--- src/rtl/ftc_pkg.sv ---
// Shared constants and types for the frequency top-three counter.
// No dependencies; compiled first.
`default_nettype none
package ftc_pkg;
    localparam int TableDepth = 64;
    localparam int CountBits  = 16;
    localparam int TopGroups  = 3;
    localparam int IdxBits    = $clog2(TableDepth);
    localparam int OccBits    = $clog2(TableDepth + 1);
    localparam int GrpBits    = $clog2(TopGroups + 1);
    localparam logic [CountBits-1:0] CountMax = {CountBits{1'b1}};

    localparam logic CmdAdd    = 1'b0;
    localparam logic CmdReport = 1'b1;

    typedef struct packed {
        logic        cmd;
        logic [31:0] value;
    } in_word_t;

    typedef struct packed {
        logic [31:0] value;
        logic [15:0] count;
        logic [1:0]  rank;
        logic        none;
        logic        overflow;
        logic        last;
    } result_t;

    // controller -> datapath
    typedef struct packed {
        logic add;         // match in_value, update occupancy, read its count
        logic add_wr;      // write back the count read by add
        logic scan_start;  // clear scan accumulators, index to 0
        logic scan_step;   // examine entry at scan index
        logic max_mode;    // 1: find max count below limit; 0: find next key
        logic set_best;    // latch found max as current group count
        logic set_last;    // latch picked key as last emitted
        logic clr_have;    // start new group
    } ftc_cmd_t;

    // datapath -> controller
    typedef struct packed {
        logic scan_done;
        logic found;
        logic best_zero;
        logic empty;
    } ftc_stat_t;
endpackage
`default_nettype wire

--- src/rtl/ftc_ctrl.sv ---
// Sequencer for add and report words; drives the result register.
// Depends on ftc_pkg.
`default_nettype none
module ftc_ctrl (
    input  wire logic               clk,
    input  wire logic               rst_n,
    input  wire logic               in_valid,
    input  wire logic               in_cmd,
    output logic                    in_ready,
    output logic                    out_valid,
    input  wire logic               out_ready,
    output ftc_pkg::result_t        out_data,
    output ftc_pkg::ftc_cmd_t       cmd,
    input  ftc_pkg::ftc_stat_t      stat,
    input  wire logic [31:0]        pick_value,
    input  wire logic [ftc_pkg::CountBits-1:0] pick_count,
    input  wire logic               overflow
);
    import ftc_pkg::*;

    typedef enum logic [2:0] {
        S_IDLE, S_ADD, S_MAX, S_MAXEND, S_KEY, S_KEYEND, S_EMIT, S_FLUSH
    } state_t;

    state_t state_reg, state_next;
    logic [GrpBits-1:0] grp_reg, grp_next;
    logic [OccBits-1:0] n_reg, n_next;
    logic     pend_reg, pend_next;   // result held back until next one known
    result_t  pend_data_reg, pend_data_next;
    logic     ov_reg, ov_next;
    result_t  od_reg, od_next;
    logic     emit_ok;

    assign emit_ok = !ov_reg || out_ready;
    assign out_valid = ov_reg;
    assign out_data  = od_reg;
    assign in_ready  = (state_reg == S_IDLE) && !ov_reg;

    always_comb
    begin
        state_next = state_reg;
        grp_next = grp_reg;
        n_next = n_reg;
        pend_next = pend_reg;
        pend_data_next = pend_data_reg;
        ov_next = ov_reg && !out_ready;
        od_next = od_reg;
        cmd = '0;
        case (state_reg)
            S_IDLE:
            begin
                if (in_valid && in_ready)
                begin
                    if (in_cmd == CmdAdd)
                    begin
                        cmd.add = 1'b1;
                        state_next = S_ADD;
                    end
                    else if (stat.empty)
                    begin
                        ov_next = 1'b1;
                        od_next = '{value: '0, count: '0, rank: '0, none: 1'b1,
                                    overflow: overflow, last: 1'b1};
                    end
                    else
                    begin
                        grp_next = '0;
                        n_next = '0;
                        pend_next = 1'b0;
                        cmd.scan_start = 1'b1;
                        cmd.max_mode = 1'b1;
                        cmd.clr_have = 1'b1;
                        state_next = S_MAX;
                    end
                end
            end
            S_ADD:
            begin
                cmd.add_wr = 1'b1;
                state_next = S_IDLE;
            end
            S_MAX:
            begin
                cmd.max_mode = 1'b1;
                if (stat.scan_done)
                    state_next = S_MAXEND;
                else
                    cmd.scan_step = 1'b1;
            end
            S_MAXEND:
            begin
                if (stat.best_zero)
                begin
                    state_next = S_FLUSH;
                end
                else
                begin
                    cmd.set_best = 1'b1;
                    cmd.clr_have = 1'b1;
                    cmd.scan_start = 1'b1;
                    state_next = S_KEY;
                end
            end
            S_KEY:
            begin
                if (stat.scan_done)
                    state_next = S_KEYEND;
                else
                    cmd.scan_step = 1'b1;
            end
            S_KEYEND:
            begin
                if (!stat.found || n_reg == OccBits'(TableDepth))
                begin
                    grp_next = grp_reg + 1'b1;
                    if (grp_reg + 1'b1 == GrpBits'(TopGroups))
                    begin
                        state_next = S_FLUSH;
                    end
                    else
                    begin
                        cmd.scan_start = 1'b1;
                        cmd.max_mode = 1'b1;
                        state_next = S_MAX;
                    end
                end
                else
                begin
                    state_next = S_EMIT;
                end
            end
            S_EMIT:
            begin
                // emit previous pending word, hold the new one
                if (!pend_reg || emit_ok)
                begin
                    if (pend_reg)
                    begin
                        ov_next = 1'b1;
                        od_next = pend_data_reg;
                    end
                    pend_next = 1'b1;
                    pend_data_next = '{value: pick_value, count: 16'(pick_count),
                                       rank: 2'(grp_reg + 1'b1), none: 1'b0,
                                       overflow: overflow, last: 1'b0};
                    n_next = n_reg + 1'b1;
                    cmd.set_last = 1'b1;
                    cmd.scan_start = 1'b1;
                    state_next = S_KEY;
                end
            end
            S_FLUSH:
            begin
                if (emit_ok)
                begin
                    ov_next = 1'b1;
                    od_next = pend_data_reg;
                    od_next.last = 1'b1;
                    pend_next = 1'b0;
                    state_next = S_IDLE;
                end
            end
            default:
            begin
                state_next = S_IDLE;
            end
        endcase
    end

    always_ff @(posedge clk or negedge rst_n)
    begin
        if (!rst_n)
        begin
            state_reg <= S_IDLE;
            grp_reg <= '0;
            n_reg <= '0;
            pend_reg <= 1'b0;
            ov_reg <= 1'b0;
            pend_data_reg <= '0;
            od_reg <= '0;
        end
        else
        begin
            state_reg <= state_next;
            grp_reg <= grp_next;
            n_reg <= n_next;
            pend_reg <= pend_next;
            ov_reg <= ov_next;
            pend_data_reg <= pend_data_next;
            od_reg <= od_next;
        end
    end
endmodule
`default_nettype wire

--- config.mk ---
export PLATFORM = sky130hd
export DESIGN_NAME = ftc_ctrl
export DESIGN_NICKNAME = d
export VERILOG_FILES = /design/src/rtl/ftc_pkg.sv /design/src/rtl/ftc_ctrl.sv
export SDC_FILE = /design/constraint.sdc
export NUM_CORES = 1
export LEC_CHECK = 0
export ABC_AREA = 1
export BUFFER_PORTS_ARGS = -buffer_cell sky130_fd_sc_hd__clkbuf_2
export CAP_MARGIN = 25
export CORE_UTILIZATION = 42
export DETAILED_ROUTE_END_ITERATION = 10
export GPL_ROUTABILITY_DRIVEN = 0
export PLACE_DENSITY_LB_ADDON = 0.15
export SLEW_MARGIN = 10
export SYNTH_ARGS = -nofsm -noshare
export SYNTH_HDL_FRONTEND = slang
export SYNTH_SLANG_ARGS = --single-unit
--- constraint.sdc ---
create_clock -name clk -period 1.9 [get_ports clk]
set_clock_uncertainty 0.2 [all_clocks]
set_input_delay 0.19 -clock clk [delete_from_list [all_inputs] [get_ports clk]]
set_output_delay 0.19 -clock clk [all_outputs]
set_load 0.01 [all_outputs]
* After elaboration in Yosys (flattened, before gate mapping)
Cells that the tools add are included.
** Cells by class
- $lt $le $gt $ge :: 0
- Reduce and logical (&&, ||, !) cells :: 21
- Equal/unequal tests :: 20
- Shift-type cells :: 0
- Div/mod/pow operators :: 0
- Multiply operators :: 0
- Add/subtract/negate cells :: 2
- Muxes and demuxes :: 59
- Bitwise operators :: 0
** Operators with widths (number)
- 2-to-1 mux 53 bit :: 6
- case mux 53 bit (3 select lines) :: 1
- 2-to-1 mux 7 bit :: 4
- 2-to-1 mux 3 bit :: 9
- 2-to-1 mux 1 bit :: 26
- case mux 3 bit (8 select lines) :: 1
- inequality test 2 bit (second input constant) :: 9
- case mux 7 bit (2 select lines) :: 1
- == test 3 bit (second input constant) :: 4
- AND reduction 6 bit :: 2
- 2-to-1 mux 2 bit :: 5
- AND reduction 5 bit :: 2
- case mux 1 bit (3 select lines) :: 3
- adder 7 x 1 -> 7 bit (second input constant) :: 1
- == test 7 bit (second input constant) :: 1
- AND reduction 7 bit :: 1
- == test 3 x 2 -> 1 bit (second input constant) :: 2
- logical NOT 1 bit :: 4
- case mux 1 bit (4 select lines) :: 1
- case mux 2 bit (2 select lines) :: 1
- nonzero test 2 bit :: 2
- == test 3 x 1 -> 1 bit (second input constant) :: 1
- logical AND 1 bit :: 3
- logical NOT 3 bit :: 1
- 9 further kinds :: 11
** Word-level totals
- Memory bits (read-only) :: 0
- Latch bits :: 0
- Output and inout port bits :: 63
- Bits in writable memories :: 0
- Register bits after elaboration :: 118
- Bits of input ports :: 58
- Word-level logic and storage cells :: 117
- Memories :: 0

* Longest topological paths before layout
Gate-level depths: netlist (run 1).
- Word-level depth :: 6
- Depth in mapped cells :: 10
- Mapped depth without buffers :: 9

* Worst setup path after synthesis (run 1)
No wires, ideal clock.
- Kind :: reg-to-reg
- From :: register state_reg[1]
- To :: register od_reg (netlist bit out_data[2])
- Arrival :: 1326 ps
- Library setup time :: 117 ps
- Setup slack :: 257 ps
- Cell stages (with the launch flop) :: 11
- Clock period less this slack :: 1643 ps
- Required time :: 1583 ps
- Path buffers :: 2
- Cells stage by stage :: dfrtp_1 buf_4 inv_2 nand2_1 nor2_2 nor2_1 nor2_1 nand3_2 buf_4 nand2_1 nand2_1
** On the way
- Word-level cells in the longest chain between the ends :: 5
- Elaborated cells on any way between the ends :: 14
- Those cells by class :: 8 x eq/ne; 1 x mux; 5 x reduce/logical
** RTL lines
- start: declaration :: line ftc_ctrl.sv:25 : state_t state_reg, state_next;
- start signal: assignment :: line ftc_ctrl.sv:184 : state_reg <= state_next;
- logical NOT 3 bit :: line ftc_ctrl.sv:37, ftc_ctrl.sv:49
- logical AND 1 bit :: line ftc_ctrl.sv:37 : assign in_ready = (state_reg == S_IDLE) && !ov_reg;
- logical AND 1 bit :: line ftc_ctrl.sv:52 : if (in_valid && in_ready)
- inequality test 2 x 1 -> 1 bit (no source line)
- AND reduction 7 bit (no source line)
- end signal: assignment :: line ftc_ctrl.sv:190 : od_reg <= od_next;
- end: declaration :: line ftc_ctrl.sv:31 : result_t od_reg, od_next;
Parallel ways exist; a longest one is shown, timed or not.
A chain may end at the register's enable or synchronous reset.

==> results.txt, run 1 <==
placed cell area: 6350 µm²
vias per inst: 4.97
worst hold path class: input pin to flop
share of layout cells above drive strength 1: 33.5%
highest signal layer in the routed design: met4
Die H: 116 µm
met1 wire length: 7140 µm
CTS root buf: clkbuf_16
DR pass1 iterations: 5
Final Max Tran Viols: 0
post-synth top area share: 53.9%
CP required: 1.51 ns
WP data arrival: 1.71 ns
# clock sinks: 118
row count: 41
Rel. slew slack: 58.0%
Remaining DRCs: 0
htree depth: 4
die area: 13,500 µm²
ant diodes: 0
core footprint: 12,700 µm²
max-cap viol count: 0
TritonCTS clock tree: yes
Final nets: 966
Buffers on Ports: 120
TNS Setup: -5.81 ns
DR vias: 5,409
period utilisation layout: 111%
number of global-route vias before repair: 4,988
unrepaired setup endpoints after global routing: true
Final min period: 2.10 ns
Syn Std Cell Area: 5480 µm²
Ys Warns: 0
PwrDens: 1680 nW/µm²
CTS Buf Count: 17
Wirelength per Cell: 15.4 µm
first-pass GRT wire length: 23,900 µm
Crit Path Max Fanout: 5
area grow syn2layout: 53.4%
remaining antenna violation count after routing: 0
Avg Inst Size Synth: 7.97 µm²
Leak: 0.00439 µW
Yosys top cell by area: dfrtp_1
Die Wd: 116 µm
outcome: finished with violations
Initial Utilization: 43.3%
worst-case clock buffer depth: 2
# setup viols final: 59
top post-synthesis cells by area: dfrtp_1, nand2_1, nand3_1
Post-Syn Nets: 749
global route total overflow: 0
sequential-to-total area share from yosys stat: 53.9%
Synth Register Bits: 118
f_max: 476 MHz
Final Cell Area: 8400 µm²
worst-skew pair later-pin latency: 0.42 ns
max reg flops: 53
Fin. Hold Viols: 0
Initial DRC Count: 389
Routed Wire Length: 16,800 µm
Syn Inst Count: 688
kind of critical path: flop to output port
metal2 WL: 8420 µm
Final WS setup: -0.202 ns
failing checks: setup timing
Netlist cell types: 27
Least-Margin Pin Slew: 0.630 ns
Startpoint Class: flop
gr usage total: 23.3%
WL met3: 848 µm
# IOs: 121
Worst setup EP type: output port
maximum vdd drop: 0.825 mV
DPL Wire Length: 8720 µm
Worst-path clk slew: 0.06 ns
largest net degree at the start of global routing: 119
initial antenna violation count: 0
## per-layer routing
metal,vias to the layer above,track usage (%)
li1,2589,-
met2,187,38.3
met3,28,6.23
met1,2605,29.1
met5,-,0
met4,0,9.15
## cells in the final DEF, fill, tap and decap left out, types with 9 or more instances in the layout
master           n
o21ai_0         45
buf_6           15
nand3_1         55
o21ai_1         11
nand2_4         13
clkbuf_2       112
nor2_1          60
clkbuf_16       22
dfrtp_1        114
buf_12          10
nand2_2         26
nand2_1        173
dlygate4sd3_1   51
nor2_4           9
inv_1           72
nand3_2         12
buf_4           32
a21oi_1         11
## synthesized netlist by cell type
cell	n
or2_2	1
nand3_2	5
ha_1	3
nand2_1	208
nor2_2	2
inv_2	9
o21bai_1	2
nand3_1	69
nor2_1	70
a21boi_0	1
nand4_1	7
nand3b_1	1
inv_1	74
nor3_1	3
o21ai_2	1
nand2_2	4
clkbuf_1	7
nor4_1	1
o21ai_1	11
xnor2_1	2
dfrtp_1	118
o2111ai_1	1
o21ai_0	46
buf_4	15
nor2_4	1
buf_2	13
a21oi_1	13
## worst max-delay path, stage by stage (launching register included)
cell	delay, ns
dfrtp_2	0.45
buf_4	0.16
nand3_1	0.20
inv_1	0.16
nand3_2	0.10
nand4_1	0.08
buf_2	0.13
## worst paths after layout
| check | from | end | slack, ns | cells after the start |
|---|---|---|---|---|
| max in group asynchronous | rst_n | state_reg[1] | 0.78 | 3 |
| min in group asynchronous | rst_n | out_data[45] | 0.20 | 3 |
| worst max-delay path | state_reg[0] | cmd[5] | -0.20 | 6 |
| worst min register to register | out_data[44] | out_data[44] | 0.26 | 2 |
| worst max register to register | state_reg[1] | out_data[36] | -0.12 | 11 |
| worst min-delay path | stat[2] | grp_reg[1] | 0.05 | 4 |
## layout make-up
cell class                 count  area (µm²)
fill                        1024        4270
sequential                   118        2960
multi-input combinational    452        2430
timing repair buffer         233        1900
clock buffer                  22         474
inverter                      83         327
tap                          172         215
clock inverter                 9         101
## power by group
group / internal, µW / switching, µW / total, µW
registers: 3610 / 623 / 4230
logic: 2880 / 3850 / 6740
clock network: 2010 / 1100 / 3110
total: 8510 / 5570 / 14100
## metrics by stage
stage          power (µW)  hold slack [ns]  cells  setup WS [ns]  util (%)
2_1_floorplan        6970           -0.306    688          0.257         -
3_3_place_gp         8580            0.134    964         0.0877      50.1
3_5_place_dp         8690            0.143    964         0.0355      50.1
4_1_cts             12300           0.0117   1069         -0.213      61.0
5_1_grt             15000           0.0707   1089         -0.285      66.3
6_report            14100           0.0504   1089         -0.202      66.3
## cell families after synthesis
group | share of synthesized area (%)
simple gates | 28.6
flops | 53.9
fa+ha+maj | 0.685
buf+inv | 9.41
xor+xnor | 0.320
compound gates | 7.12
## what timing repair did
action | CTS | global route
resized for setup | 24 | 115
gates cloned | 1 | 9
hold buffers | 51 | 0
buffers inserted | 22 | 14
hold endpoints to repair | 169 | 0
pin swaps | 6 | 26
endpoints found under the setup margin | 8 | 71
Note: power is estimated with default switching activity, not from simulation.
==> inputs of run 2 (changes only) <==
--- a/config.mk
+++ b/config.mk
@@ -6,12 +6,13 @@
 export NUM_CORES = 1
 export LEC_CHECK = 0
 export ABC_AREA = 1
-export BUFFER_PORTS_ARGS = -buffer_cell sky130_fd_sc_hd__clkbuf_2
 export CAP_MARGIN = 25
 export CORE_UTILIZATION = 42
 export DETAILED_ROUTE_END_ITERATION = 10
+export DONT_BUFFER_PORTS = 1
 export GPL_ROUTABILITY_DRIVEN = 0
 export PLACE_DENSITY_LB_ADDON = 0.15
+export SKIP_LAST_GASP = 1
 export SLEW_MARGIN = 10
 export SYNTH_ARGS = -nofsm -noshare
 export SYNTH_HDL_FRONTEND = slang
==> run 2 against run 1 <==
  * The run ends with hold timing, setup timing left
  * Die area is the same
  * Cell area shrank 8.5%
  * Worst setup slack gained 0.021 ns
  * Final cell count shrank 11%
  * First-iteration DRC count shrank 14%
  * Register-to-register slack lost 0.06 ns
  * Critical path type unchanged
  * Critical endpoint is now cmd[3]
  * Largest power group unchanged
==> results.txt, run 2 (synthesis gave the netlist of run 1 again) <==
initial antenna violation count: 0 (unchanged)
CTS root buf: clkbuf_16
Routed Wire Length: 15,600 µm (-6.8%)
Worst setup EP type: output port
kind of critical path: flop to output port
Final WS setup: -0.181 ns (+0.0215 ns)
TritonCTS clock tree: yes
Least-Margin Pin Slew: 0.434 ns (-0.196 ns)
Reg2Reg Depth: 14 (+3)
Initial Utilization: 43.3% (unchanged)
most common cell after layout, fill and taps aside: nand2_1
Final nets: 845 (-13%)
DR vias: 4,899 (-9.4%)
placed cell count: 846 (-12%)
Remaining DRCs: 0 (unchanged)
Rel. slew slack: 70.8% (+13 points)
Die Wd: 116 µm (unchanged)
register area: 2960 µm² (unchanged)
# setup viols final: 58 (-1.7%)
max reg flops: 53 (unchanged)
max-cap viol count: 0 (unchanged)
Leak: 0.00386 µW (-12%)
largest net degree at the start of global routing: 119 (unchanged)
remaining antenna violation count after routing: 0 (unchanged)
DPL Wire Length: 8440 µm (-3.2%)
Worst-path clk slew: 0.05 ns (about the same)
Final Max Tran Viols: 0 (unchanged)
Die H: 116 µm (unchanged)
PwrDens: 1720 nW/µm² (+2.6%)
f_max: 481 MHz (+1.0%)
maximum vdd drop: 0.892 mV (+8.2%)
flop-to-flop setup slack: -0.18 ns (-0.06 ns)
Fin. Hold Viols: 118 (+118)
# clock sinks: 118 (unchanged)
ant diodes: 0 (unchanged)
Buffers on Ports: 0 (-100%)
fin cells: 969 (-11%)
final hold slack: -0.716 ns (-0.767 ns)
Startpoint Class: flop
DR pass1 iterations: 4 (-1)
TNS Setup: -5.08 ns (+0.728 ns)
# IOs: 121 (unchanged)
worst-case clock buffer depth: 2 (unchanged)
outcome: finished with violations
Layout fillers: 1,085 (+6.0%)
Multi-input gate area: 2370 µm² (-2.3%)
core footprint: 12,700 µm² (unchanged)
CP required: 1.51 ns (about the same)
reg-to-reg critical path startpoint: n_reg[0]
Crit Path Max Fanout: 2 (-3)
failing checks: hold timing, setup timing
first-pass GRT wire length: 22,500 µm (-6.2%)
period utilisation layout: 110% (-1.1 points)
gr usage total: 22.0% (-1.3 points)
Final min period: 2.08 ns (-0.0215 ns)
global route total overflow: 0 (unchanged)
worst hold path class: input pin to async pin
Wirelength per Cell: 16.1 µm (+4.7%)
worst-skew pair later-pin latency: 0.42 ns (about the same)
vias per inst: 5.06 (+1.8%)
share of layout cells above drive strength 1: 23.8% (-9.6 points)
CTS Buf Count: 17 (unchanged)
number of global-route vias before repair: 4,537 (-9.0%)
die area: 13,500 µm² (unchanged)
area grow syn2layout: 40.3%
Power Total: 13,200 µW (-6.1%)
most frequent cells in the layout: nand2_1, dfrtp_1, inv_1
Initial DRC Count: 333 (-14%)
worst flop-to-flop path endpoint: state_reg[0]
unrepaired setup endpoints after global routing: true
Post-CTS Hold Fix Bufs: 55 (+7.8%)
htree depth: 4 (unchanged)
row count: 41 (unchanged)
WP data arrival: 1.69 ns (-0.02 ns)
[run 2: cell count changes in the layout (fill, tap and decap cells not counted), moves of 3 or more]
| cell | change |
|---|---|
| buf_6 | -10 |
| nand3_1 | +9 |
| clkbuf_2 | -112 |
| dlygate4sd3_1 | +4 |
| nand2_4 | +4 |
| buf_2 | -4 |
| nor2_4 | -4 |
| nor2_1 | +4 |
| nand2_2 | +19 |
| buf_4 | +3 |
| nand3_2 | -5 |
| nand3_4 | -4 |
| nand2_1 | -23 |
[run 2: worst max-delay path by stage]
stage / startpoint / to / slack, ns / cells after the start
6_report: n_reg[0] / cmd[3] / -0.18 / 7
5_1_grt: n_reg[0] / state_reg[0] / -0.27 / 14
4_1_cts: n_reg[0] / cmd[5] / -0.17 / 7
3_5_place_dp: state_reg[1] / out_data[19] / 0.04 / 8
3_3_place_gp: state_reg[1] / out_data[19] / 0.09 / 8
2_1_floorplan: state_reg[1] / out_data[2] / 0.26 / 10
[run 2: final cells by class]
cell class	count	share of cell area, %
flip-flops and latches	118	38.5
multi-input cells	452	30.8
repair buffers	112	16.1
clock buffers	24	6.39
inverters	83	4.18
well taps	172	2.80
clock inverters	8	1.25
[run 2: worst max-delay path, stage by stage (launching register included)]
cell and delay [ns]:
dfrtp_1 0.40, inv_2 0.08, ha_4 0.12, nand2_2 0.03, nand3b_1 0.25, nand2_2 0.15
nand3_2 0.10, nand3_1 0.15
[run 2: report_power, final]
part / switching, µW / internal, µW
sequential: 974 / 3610
clock: 1110 / 2060
combinational: 3160 / 2300
[run 2: per-layer routing]
metal  track usage (%)  vias to the layer above  part of all wire [%]
met5                 0                        -                     0
met3              7.89                       19                   6.7
met1              27.6                     2380                    44
li1                  -                     2344                     -
met2              34.7                      156                    48
met4              8.21                        0                   1.4
[run 2: timing repair]
action | in CTS | in global routing
endpoints found under the hold margin | 176 | 118
pin swaps | 4 | 17
endpoints found under the setup margin | 8 | 68
buffers inserted | 14 | 14
cloned | 1 | 7
gates resized for setup | 28 | 95
[run 2: through the flow]
step	cell area, µm²	hold WS (ns)	util (%)	setup slack (ns)
floorplan	5480	-0.306	-	0.257
global placement	5750	-0.302	45.4	0.0850
detailed placement	5750	-0.302	45.4	0.0367
CTS	7130	-0.749	56.3	-0.175
global route	7690	-0.747	60.7	-0.267
finish	7690	-0.716	60.7	-0.181
